==> config.mk <==
export PLATFORM = sky130hd
export DESIGN_NAME = eight_bit_alu_with_flags_flat
export DESIGN_NICKNAME = d
export VERILOG_FILES = /design/src/sm83alu_pkg.sv /design/src/sm83alu_cmd_if.sv /design/src/sm83alu_res_if.sv /design/src/sm83alu_core.sv /design/src/eight_bit_alu_with_flags.sv /design/src/flat_wrapper.sv
export SDC_FILE = /design/constraint.sdc
export NUM_CORES = 1
export LEC_CHECK = 0
export BUFFER_PORTS_ARGS = -buffer_cell sky130_fd_sc_hd__buf_2
export CORE_ASPECT_RATIO = 1.75
export CORE_MARGIN = 10
export CORE_UTILIZATION = 50
export DETAILED_ROUTE_END_ITERATION = 6
export PLACE_DENSITY = 0.68
export SYNTH_ARGS = -nofsm -noshare
export SYNTH_HDL_FRONTEND = slang
export SYNTH_SLANG_ARGS = --single-unit
==> constraint.sdc <==
create_clock -name clk -period 4.4 [get_ports clk]
set_clock_uncertainty 0.1 [all_clocks]
set_input_delay 0.44 -clock clk [delete_from_list [all_inputs] [get_ports clk]]
set_output_delay 0.44 -clock clk [all_outputs]
set_load 0.05 [all_outputs]
==> src/sm83alu_pkg.sv <==
// Shared types and codes for the 8-bit accumulator ALU with flags.
// No dependencies; every other file of the block imports this package.
`timescale 1ns / 1ps
`default_nettype none

package sm83alu_pkg;

  localparam int DataWidth   = 8;
  localparam int ActionWidth = 5;

  // Operation codes carried by the action field
  typedef enum logic [ActionWidth-1:0] {
    ACT_ADD  = 5'd0,
    ACT_ADC  = 5'd1,
    ACT_SUB  = 5'd2,
    ACT_SBC  = 5'd3,
    ACT_AND  = 5'd4,
    ACT_XOR  = 5'd5,
    ACT_OR   = 5'd6,
    ACT_CP   = 5'd7,
    ACT_INC  = 5'd8,
    ACT_DEC  = 5'd9,
    ACT_DAA  = 5'd10,
    ACT_CPL  = 5'd11,
    ACT_SCF  = 5'd12,
    ACT_CCF  = 5'd13,
    ACT_RLCA = 5'd14,
    ACT_RRCA = 5'd15,
    ACT_RLA  = 5'd16,
    ACT_RRA  = 5'd17,
    ACT_LDA  = 5'd18,
    ACT_LDF  = 5'd19
  } action_t;

  // Flag register, packed Z N H C from msb to lsb
  typedef struct packed {
    logic z;
    logic n;
    logic h;
    logic c;
  } flags_t;

  // Decimal adjust constants
  localparam logic [DataWidth-1:0] DaaHiAdj   = 8'h60;
  localparam logic [DataWidth-1:0] DaaLoAdj   = 8'h06;
  localparam logic [DataWidth-1:0] DaaHiLimit = 8'h99;
  localparam logic [3:0]           DaaLoLimit = 4'h9;

endpackage

`default_nettype wire

==> src/sm83alu_cmd_if.sv <==
// Command channel: one beat carries an operation code and an operand byte.
// Depends on sm83alu_pkg for widths.
`timescale 1ns / 1ps
`default_nettype none

interface sm83alu_cmd_if;
  import sm83alu_pkg::*;

  logic                   valid;
  logic                   ready;
  logic [ActionWidth-1:0] action;
  logic [DataWidth-1:0]   operand;

  modport source (output valid, output action, output operand, input ready);
  modport sink   (input valid, input action, input operand, output ready);
endinterface

`default_nettype wire

==> src/sm83alu_res_if.sv <==
// Result channel: one beat carries the produced byte and the four flags.
// Depends on sm83alu_pkg for widths.
`timescale 1ns / 1ps
`default_nettype none

interface sm83alu_res_if;
  import sm83alu_pkg::*;

  logic                 valid;
  logic                 ready;
  logic [DataWidth-1:0] value;
  logic                 zero_flag;
  logic                 subtract_flag;
  logic                 half_carry_flag;
  logic                 carry_flag;

  modport source (output valid, output value, output zero_flag, output subtract_flag,
                  output half_carry_flag, output carry_flag, input ready);
  modport sink   (input valid, input value, input zero_flag, input subtract_flag,
                  input half_carry_flag, input carry_flag, output ready);
endinterface

`default_nettype wire

==> src/sm83alu_core.sv <==
// Combinational datapath: one operation against the current accumulator and flags.
// Depends on sm83alu_pkg for action codes, flag struct and DAA constants.
`timescale 1ns / 1ps
`default_nettype none

module sm83alu_core (
  input  wire logic [sm83alu_pkg::ActionWidth-1:0] action,
  input  wire logic [sm83alu_pkg::DataWidth-1:0]   operand,
  input  wire logic [sm83alu_pkg::DataWidth-1:0]   acc,
  input  wire sm83alu_pkg::flags_t                 flags,
  output logic      [sm83alu_pkg::DataWidth-1:0]   acc_next,
  output sm83alu_pkg::flags_t                      flags_next,
  output logic      [sm83alu_pkg::DataWidth-1:0]   value
);
  import sm83alu_pkg::*;

  logic                 cin;
  logic [DataWidth:0]   sum;
  logic [4:0]           half_sum;
  logic [DataWidth:0]   diff;
  logic [4:0]           half_diff;
  logic [DataWidth-1:0] inc_res;
  logic [DataWidth-1:0] dec_res;
  logic [DataWidth-1:0] logic_res;
  logic [DataWidth-1:0] daa_res;
  logic                 daa_c;

  // Carry in only for the with-carry forms
  assign cin = (action == ACT_ADC || action == ACT_SBC) ? flags.c : 1'b0;

  // Shared add and subtract with nibble carries
  assign sum       = {1'b0, acc} + {1'b0, operand} + {{DataWidth{1'b0}}, cin};
  assign half_sum  = {1'b0, acc[3:0]} + {1'b0, operand[3:0]} + {4'b0, cin};
  assign diff      = {1'b0, acc} - {1'b0, operand} - {{DataWidth{1'b0}}, cin};
  assign half_diff = {1'b0, acc[3:0]} - {1'b0, operand[3:0]} - {4'b0, cin};

  assign inc_res = operand + 8'd1;
  assign dec_res = operand - 8'd1;

  always_comb begin
    unique case (action)
      ACT_AND: logic_res = acc & operand;
      ACT_XOR: logic_res = acc ^ operand;
      default: logic_res = acc | operand;
    endcase
  end

  // Decimal adjust: upper digit decided on the unadjusted accumulator
  always_comb begin
    daa_res = acc;
    daa_c   = flags.c;
    if (!flags.n) begin
      if (flags.c || acc > DaaHiLimit) begin
        daa_res = daa_res + DaaHiAdj;
        daa_c   = 1'b1;
      end
      if (flags.h || acc[3:0] > DaaLoLimit) begin
        daa_res = daa_res + DaaLoAdj;
      end
    end else begin
      if (flags.c) begin
        daa_res = daa_res - DaaHiAdj;
      end
      if (flags.h) begin
        daa_res = daa_res - DaaLoAdj;
      end
    end
  end

  // Operation select
  always_comb begin
    acc_next   = acc;
    flags_next = flags;
    value      = acc;
    unique case (action)
      ACT_ADD, ACT_ADC: begin
        acc_next   = sum[DataWidth-1:0];
        flags_next = '{z: (sum[DataWidth-1:0] == '0), n: 1'b0,
                       h: half_sum[4], c: sum[DataWidth]};
      end
      ACT_SUB, ACT_SBC, ACT_CP: begin
        if (action != ACT_CP) acc_next = diff[DataWidth-1:0];
        flags_next = '{z: (diff[DataWidth-1:0] == '0), n: 1'b1,
                       h: half_diff[4], c: diff[DataWidth]};
      end
      ACT_AND: begin
        acc_next   = logic_res;
        flags_next = '{z: (logic_res == '0), n: 1'b0, h: 1'b1, c: 1'b0};
      end
      ACT_XOR, ACT_OR: begin
        acc_next   = logic_res;
        flags_next = '{z: (logic_res == '0), n: 1'b0, h: 1'b0, c: 1'b0};
      end
      ACT_INC: begin
        flags_next = '{z: (inc_res == '0), n: 1'b0, h: (operand[3:0] == 4'hf),
                       c: flags.c};
      end
      ACT_DEC: begin
        flags_next = '{z: (dec_res == '0), n: 1'b1, h: (operand[3:0] == 4'h0),
                       c: flags.c};
      end
      ACT_DAA: begin
        acc_next   = daa_res;
        flags_next = '{z: (daa_res == '0), n: flags.n, h: 1'b0, c: daa_c};
      end
      ACT_CPL: begin
        acc_next   = ~acc;
        flags_next = '{z: flags.z, n: 1'b1, h: 1'b1, c: flags.c};
      end
      ACT_SCF: flags_next = '{z: flags.z, n: 1'b0, h: 1'b0, c: 1'b1};
      ACT_CCF: flags_next = '{z: flags.z, n: 1'b0, h: 1'b0, c: ~flags.c};
      ACT_RLCA: begin
        acc_next   = {acc[DataWidth-2:0], acc[DataWidth-1]};
        flags_next = '{z: 1'b0, n: 1'b0, h: 1'b0, c: acc[DataWidth-1]};
      end
      ACT_RRCA: begin
        acc_next   = {acc[0], acc[DataWidth-1:1]};
        flags_next = '{z: 1'b0, n: 1'b0, h: 1'b0, c: acc[0]};
      end
      ACT_RLA: begin
        acc_next   = {acc[DataWidth-2:0], flags.c};
        flags_next = '{z: 1'b0, n: 1'b0, h: 1'b0, c: acc[DataWidth-1]};
      end
      ACT_RRA: begin
        acc_next   = {flags.c, acc[DataWidth-1:1]};
        flags_next = '{z: 1'b0, n: 1'b0, h: 1'b0, c: acc[0]};
      end
      ACT_LDA: acc_next = operand;
      ACT_LDF: flags_next = flags_t'(operand[DataWidth-1:DataWidth-4]);
      default: ;  // unused codes leave everything as is
    endcase

    // INC and DEC report the changed operand, all else the new accumulator
    priority if (action == ACT_INC) begin
      value = inc_res;
    end else if (action == ACT_DEC) begin
      value = dec_res;
    end else begin
      value = acc_next;
    end
  end

endmodule

`default_nettype wire

==> src/eight_bit_alu_with_flags.sv <==
// Top level of the 8-bit accumulator ALU with flags: stage and result registers.
// Depends on sm83alu_pkg, sm83alu_cmd_if, sm83alu_res_if and sm83alu_core.
`timescale 1ns / 1ps
`default_nettype none

// Accumulator ALU with Z, N, H and C flags. Each command beat names one operation
// and an operand byte and yields exactly one result beat: the new accumulator (or,
// for INC and DEC, the changed operand) and the four flags after the operation.
// Throughput is one beat per cycle while the result side keeps taking beats. The command
// beat lands in the stage register when it is taken, then passes through the adder and
// flag logic into the result register once that register is free or draining, and its
// result is offered from there. The accumulator and flags sit beside the result register,
// so each operation sees the state left by the one before it with no bubble. Reset
// clears the accumulator and all flags.
module eight_bit_alu_with_flags (
  input wire logic    clk,
  input wire logic    rst,
  sm83alu_cmd_if.sink cmd,
  sm83alu_res_if.source res
);
  import sm83alu_pkg::*;

  logic                   stage_valid;
  logic [ActionWidth-1:0] stage_action;
  logic [DataWidth-1:0]   stage_operand;
  logic                   res_valid;
  logic [DataWidth-1:0]   res_value;
  flags_t                 res_flags;
  logic [DataWidth-1:0]   acc;
  flags_t                 flags;
  logic [DataWidth-1:0]   acc_next;
  flags_t                 flags_next;
  logic [DataWidth-1:0]   value_next;
  logic                   advance;

  // Stage moves into the result register when that slot is free or draining
  assign advance   = stage_valid && (!res_valid || res.ready);
  assign cmd.ready = !stage_valid || advance;

  // Stage register
  always_ff @(posedge clk) begin
    if (rst) begin
      stage_valid <= 1'b0;
    end else if (cmd.ready) begin
      stage_valid <= cmd.valid;
    end
    if (cmd.ready && cmd.valid) begin
      stage_action  <= cmd.action;
      stage_operand <= cmd.operand;
    end
  end

  sm83alu_core u_core (
    .action     (stage_action),
    .operand    (stage_operand),
    .acc        (acc),
    .flags      (flags),
    .acc_next   (acc_next),
    .flags_next (flags_next),
    .value      (value_next)
  );

  // Architectural state and result register update together
  always_ff @(posedge clk) begin
    if (rst) begin
      res_valid <= 1'b0;
      acc       <= '0;
      flags     <= '0;
    end else begin
      if (advance) begin
        res_valid <= 1'b1;
        acc       <= acc_next;
        flags     <= flags_next;
      end else if (res.ready) begin
        res_valid <= 1'b0;
      end
    end
    if (advance) begin
      res_value <= value_next;
      res_flags <= flags_next;
    end
  end

  assign res.valid           = res_valid;
  assign res.value           = res_value;
  assign res.zero_flag       = res_flags.z;
  assign res.subtract_flag   = res_flags.n;
  assign res.half_carry_flag = res_flags.h;
  assign res.carry_flag      = res_flags.c;

  // A computed beat always lands in the result register
  a_advance_fills: assert property (@(posedge clk) disable iff (rst)
    advance |=> res_valid)
    else $error("computed beat did not reach result register");

  // State holds while nothing is computed
  a_state_holds: assert property (@(posedge clk) disable iff (rst)
    !advance |=> (acc == $past(acc)) && (flags == $past(flags)))
    else $error("state changed without a beat");

  // Delivered flags mirror the flag register
  a_flags_match: assert property (@(posedge clk) disable iff (rst)
    res_valid |-> (res_flags == flags))
    else $error("result flags differ from flag register");

  // INC and DEC leave the accumulator alone
  a_incdec_keeps_acc: assert property (@(posedge clk) disable iff (rst)
    advance && (stage_action == ACT_INC || stage_action == ACT_DEC)
      |=> acc == $past(acc))
    else $error("INC or DEC changed the accumulator");

endmodule

`default_nettype wire
==> src/flat_wrapper.sv <==
// flat-port wrapper written by rule: the top's interface ports become plain ports
module eight_bit_alu_with_flags_flat import sm83alu_pkg::*;
  (clk, rst, cmd_valid, cmd_action, cmd_operand, cmd_ready, res_valid, res_value, res_zero_flag, res_subtract_flag, res_half_carry_flag, res_carry_flag, res_ready);
  sm83alu_cmd_if cmd_i ();
  sm83alu_res_if res_i ();
  input wire logic clk;
  input wire logic rst;
  input wire logic [$bits(cmd_i.valid)-1:0] cmd_valid;
  input wire logic [$bits(cmd_i.action)-1:0] cmd_action;
  input wire logic [$bits(cmd_i.operand)-1:0] cmd_operand;
  output wire logic [$bits(cmd_i.ready)-1:0] cmd_ready;
  output wire logic [$bits(res_i.valid)-1:0] res_valid;
  output wire logic [$bits(res_i.value)-1:0] res_value;
  output wire logic [$bits(res_i.zero_flag)-1:0] res_zero_flag;
  output wire logic [$bits(res_i.subtract_flag)-1:0] res_subtract_flag;
  output wire logic [$bits(res_i.half_carry_flag)-1:0] res_half_carry_flag;
  output wire logic [$bits(res_i.carry_flag)-1:0] res_carry_flag;
  input wire logic [$bits(res_i.ready)-1:0] res_ready;
  assign cmd_i.valid = cmd_valid;
  assign cmd_i.action = cmd_action;
  assign cmd_i.operand = cmd_operand;
  assign cmd_ready = cmd_i.ready;
  assign res_valid = res_i.valid;
  assign res_value = res_i.value;
  assign res_zero_flag = res_i.zero_flag;
  assign res_subtract_flag = res_i.subtract_flag;
  assign res_half_carry_flag = res_i.half_carry_flag;
  assign res_carry_flag = res_i.carry_flag;
  assign res_i.ready = res_ready;
  eight_bit_alu_with_flags u_core (.clk(clk), .rst(rst), .cmd(cmd_i), .res(res_i));
endmodule
==> run_summary.xml <==
<?xml version="1.0" encoding="UTF-8"?>
<metrics>
  <group name="status">
    <metric name="outcome" unit="">completed</metric>
  </group>
  <group name="route">
    <metric name="drt-pass1-iter-count" unit="">6</metric>
    <metric name="drt-initial-drc-count" unit="">669</metric>
    <metric name="num_vias" unit="">4781</metric>
    <metric name="drt-total-wl" unit="um">18100</metric>
    <metric name="drc_violations" unit="">0</metric>
    <metric name="via_per_inst" unit="">6.71</metric>
    <metric name="drt-wirelength-per-cell" unit="um">25.4</metric>
    <metric name="antenna_left" unit="">0</metric>
  </group>
  <group name="worst_setup_path">
    <metric name="worst_path_most_repeated_cell" unit="">inv_1</metric>
    <metric name="critical_path.slowest_cell" unit="">edfxtp_1</metric>
    <metric name="path_cells" unit="">or2_1, nor2_1, nand3_1, inv_1, fa_1, inv_1, ha_1, o21ai_1, a311oi_1, xor2_1, a221o_1, a221oi_1, o31ai_1</metric>
    <metric name="crit_path_max_incr_delay" unit="ns">0.56</metric>
    <metric name="critical_path.max_fanout" unit="">14</metric>
    <metric name="worst-endpoint-required" unit="ns">4.32</metric>
    <metric name="r2r_end" unit="">u_core.res.value[5]</metric>
    <metric name="timing.reg2reg.worst_path_depth" unit="">13</metric>
    <metric name="worst_setup_path_end_kind" unit="">flip-flop</metric>
    <metric name="timing_worst_setup_path_type" unit="">flip-flop to flip-flop</metric>
    <metric name="minimum_setup_slack_among_reg_to_reg_paths" unit="ns">0.33</metric>
    <metric name="worst_setup_path_start_kind" unit="">flip-flop</metric>
    <metric name="regToRegStartpoint" unit="">u_core.stage_action[3]</metric>
    <metric name="cp_data_arrival_time" unit="ns">3.99</metric>
  </group>
  <group name="layout">
    <metric name="final_cell_mix" unit="">nor2_1 (58), nand2_1 (41), a21oi_1 (40)</metric>
    <metric name="nets" unit="">650</metric>
    <metric name="finished_layout_cells" unit="">712</metric>
    <metric name="final_layout_size_suffix_gt1_share" unit="%">13.7</metric>
    <metric name="area_growth_syn_to_layout" unit="%">8.43</metric>
    <metric name="layout.cells.most_common" unit="">nor2_1</metric>
    <metric name="fillers" unit="">866</metric>
    <metric name="design_area" unit="um^2">5020</metric>
    <metric name="num_antenna_cells" unit="">0</metric>
    <metric name="final_util" unit="%">55.6</metric>
  </group>
  <group name="global_route">
    <metric name="antenna_found_initial" unit="">0</metric>
    <metric name="grt_use_total" unit="%">26.0</metric>
    <metric name="grt_first_pass_wirelength" unit="um">27300</metric>
    <metric name="grt_start_max_net_pins" unit="">46</metric>
    <metric name="grt_residual_overflow" unit="">0</metric>
    <metric name="first_global_vias" unit="">4565</metric>
  </group>
  <group name="hold_path">
    <metric name="min_path_type" unit="">input pin to flip-flop</metric>
    <metric name="hold_depth" unit="">1</metric>
    <metric name="hold_path.startpoint" unit="">cmd_action[4]</metric>
    <metric name="worstHoldEndpoint" unit="">u_core.stage_action[4]</metric>
  </group>
  <group name="synthesis">
    <metric name="asyncSetResetFlopFracSynth" unit="%">0</metric>
    <metric name="synth.yosys.warnings" unit="">0</metric>
    <metric name="number_of_synthesized_flops_with_an_enable_pin" unit="">25</metric>
    <metric name="synth.yosys.seq_area_share" unit="%">22.3</metric>
    <metric name="post_synthesis_cell_count" unit="">578</metric>
    <metric name="synth.net_count" unit="">637</metric>
    <metric name="syn_std_cell_area" unit="um^2">4630</metric>
    <metric name="synth.ff_latch_count" unit="">39</metric>
    <metric name="yosys.cell_types.count" unit="">81</metric>
    <metric name="avgSynthCellArea" unit="um^2">8.02</metric>
    <metric name="synth_flop_cell" unit="">edfxtp_1</metric>
  </group>
  <group name="clocking">
    <metric name="cts.hold.buffers_added" unit="">0</metric>
    <metric name="cts_made_buffers" unit="">5</metric>
    <metric name="clkTransAtPathRegs" unit="ns">0.07</metric>
    <metric name="worstSkewPairLatency" unit="ns">0.29</metric>
    <metric name="cts.sinks" unit="">39</metric>
    <metric name="cts-htree-levels" unit="">2</metric>
    <metric name="post_cts.repair.setup_buffers" unit="">0</metric>
    <metric name="cts_root_buf" unit="">clkbuf_16</metric>
    <metric name="cts_resized" unit="">0</metric>
    <metric name="clock_path_buffers" unit="">2</metric>
    <metric name="cts_tree" unit="">yes</metric>
  </group>
  <group name="floorplan">
    <metric name="initial_standard_cell_utilization_of_the_core" unit="%">51.3</metric>
    <metric name="die_h" unit="um">147</metric>
    <metric name="placement_rows" unit="">46</metric>
    <metric name="core_area" unit="um^2">9040</metric>
    <metric name="die-width" unit="um">92.8</metric>
    <metric name="die-area" unit="um^2">13700</metric>
    <metric name="top_level_ports" unit="">31</metric>
  </group>
  <group name="timing">
    <metric name="finalMaxSlewViolations" unit="">0</metric>
    <metric name="fmax" unit="GHz">0.246</metric>
    <metric name="relSlewSlack" unit="%">48.5</metric>
    <metric name="fin_crit" unit="ns">4.07</metric>
    <metric name="hold_viol" unit="">0</metric>
    <metric name="final_min_period_over_clock_period" unit="%">92.4</metric>
    <metric name="rsz0062_at_grt" unit="">false</metric>
    <metric name="timing_worst_slew_pin_value" unit="ns">0.771</metric>
    <metric name="setup_violations" unit="">0</metric>
    <metric name="totalNegativeSetupSlack" unit="ns">0</metric>
  </group>
  <group name="placement">
    <metric name="port_buffers" unit="">30</metric>
    <metric name="detailed_place.area" unit="um^2">4880</metric>
    <metric name="placed_wire_length_estimate_after_detailed_placement" unit="um">13800</metric>
    <metric name="dp_cells" unit="">704</metric>
    <metric name="place_congestion" unit="">1.02</metric>
  </group>
  <group name="flow_run">
    <metric name="max_cap_viol_count" unit="">0</metric>
  </group>
  <group name="pwr">
    <metric name="power.ir.vdd_worst" unit="mV">0.208</metric>
    <metric name="leak" unit="nW">1.93</metric>
    <metric name="post-layout-total-power" unit="W">0.00134</metric>
    <metric name="cellPowerDensity" unit="nW/um^2">266</metric>
  </group>
</metrics>
-- final cells by class --
type | count | area, um^2 | share of cell area (%)
multi-input combinational | 463 | 3290 | 65.4
sequential | 39 | 1030 | 20.5
timing repair buffer | 48 | 285 | 5.68
tap | 120 | 150 | 2.99
inverter | 34 | 128 | 2.54
clock buffer | 5 | 125 | 2.49
clock inverter | 3 | 18.8 | 0.374
-- power breakdown --
| part | switching, W | internal, W |
|---|---|---|
| Sequential | 0.0000353 | 0.000417 |
| Combinational | 0.000335 | 0.000183 |
| Clock | 0.000157 | 0.000209 |
| Total | 0.000527 | 0.000810 |
-- stage by stage --
| stage | hold WS (ns) | worst slack, ns |
|---|---|---|
| floorplan | 0.378 | 0.693 |
| CTS | 0.222 | 0.433 |
| detailed placement | 0.407 | 0.467 |
| global placement | 0.394 | 0.604 |
| global route | 0.219 | 0.0969 |
| finish | 0.220 | 0.334 |
-- kinds of logic after synthesis --
kind of cell,Yosys count,synth area share (%)
AOI/OAI and AO/OA,167,25.3
buffers and inverters,76,6.89
muxes,21,4.73
xor gates and xnor gates,29,5.48
DFF,39,22.3
and+or+nand+nor,204,23.4
adders and majority gates,42,12.0
-- per-layer routing --
metal,GRT usage [%],vias up,routed length (um)
met5,0,-,0
met4,17.8,0,1480
met3,4.13,92,1230
met2,43.8,298,8880
met1,28.8,2219,6460
li1,-,2172,-
-- how the worst max path moves through the flow --
stage,from,to,slack [ns],depth (start not counted)
3_3_place_gp,u_core.stage_action[3],u_core.flags[0],0.60,12
6_report,u_core.stage_action[3],u_core.res.value[5],0.33,13
2_1_floorplan,u_core.stage_action[0],u_core.flags[3],0.69,16
5_1_grt,u_core.stage_action[3],u_core.res.zero_flag,0.1,14
3_5_place_dp,u_core.stage_action[3],u_core.res.value[5],0.47,13
4_1_cts,u_core.stage_action[3],u_core.flags[3],0.43,14
-- registers in the layout, summed over array words and instances (netlist names) --
register                    flops
u_core.res.value                8
u_core.res.valid                1
u_core.stage_action             5
u_core.flags                    4
u_core.res.subtract_flag        1
u_core.res.half_carry_flag      1
u_core.res.zero_flag            1
u_core.stage_valid              1
u_core.res.carry_flag           1
u_core.stage_operand            8
u_core.acc                      8
-- critical path: cells and delay by family, from the launching register on --
kind | cells | cell delay, ns
AOI/OAI and AO/OA | 5 | 1.30
xor gates and xnor gates | 1 | 0.20
adders and majority gates | 2 | 0.61
buffers and inverters | 2 | 0.24
DFF | 1 | 0.56
and+or+nand+nor | 3 | 0.78
-- Yosys cell counts (8+ instances only) --
cell / count / area share, %
nor2_1: 58 / 4.7
nand2_1: 41 / 3.3
a21oi_1: 40 / 4.3
ha_1: 38 / 10
inv_1: 29 / 2.3
edfxtp_1: 25 / 16
xnor2_1: 24 / 4.5
buf_2: 21 / 2.3
o21ai_0: 18 / 1.9
a211oi_1: 17 / 2.8
clkbuf_1: 17 / 1.4
nor2b_1: 15 / 2.0
dfxtp_1: 14 / 6.0
mux2i_1: 14 / 3.0
nand3_1: 14 / 1.5
nor3_1: 9 / 0.97
o22ai_1: 9 / 1.2
a221oi_1: 8 / 1.5
nand2b_1: 8 / 1.1
No activity file was read; power rests on OpenSTA's default activity.
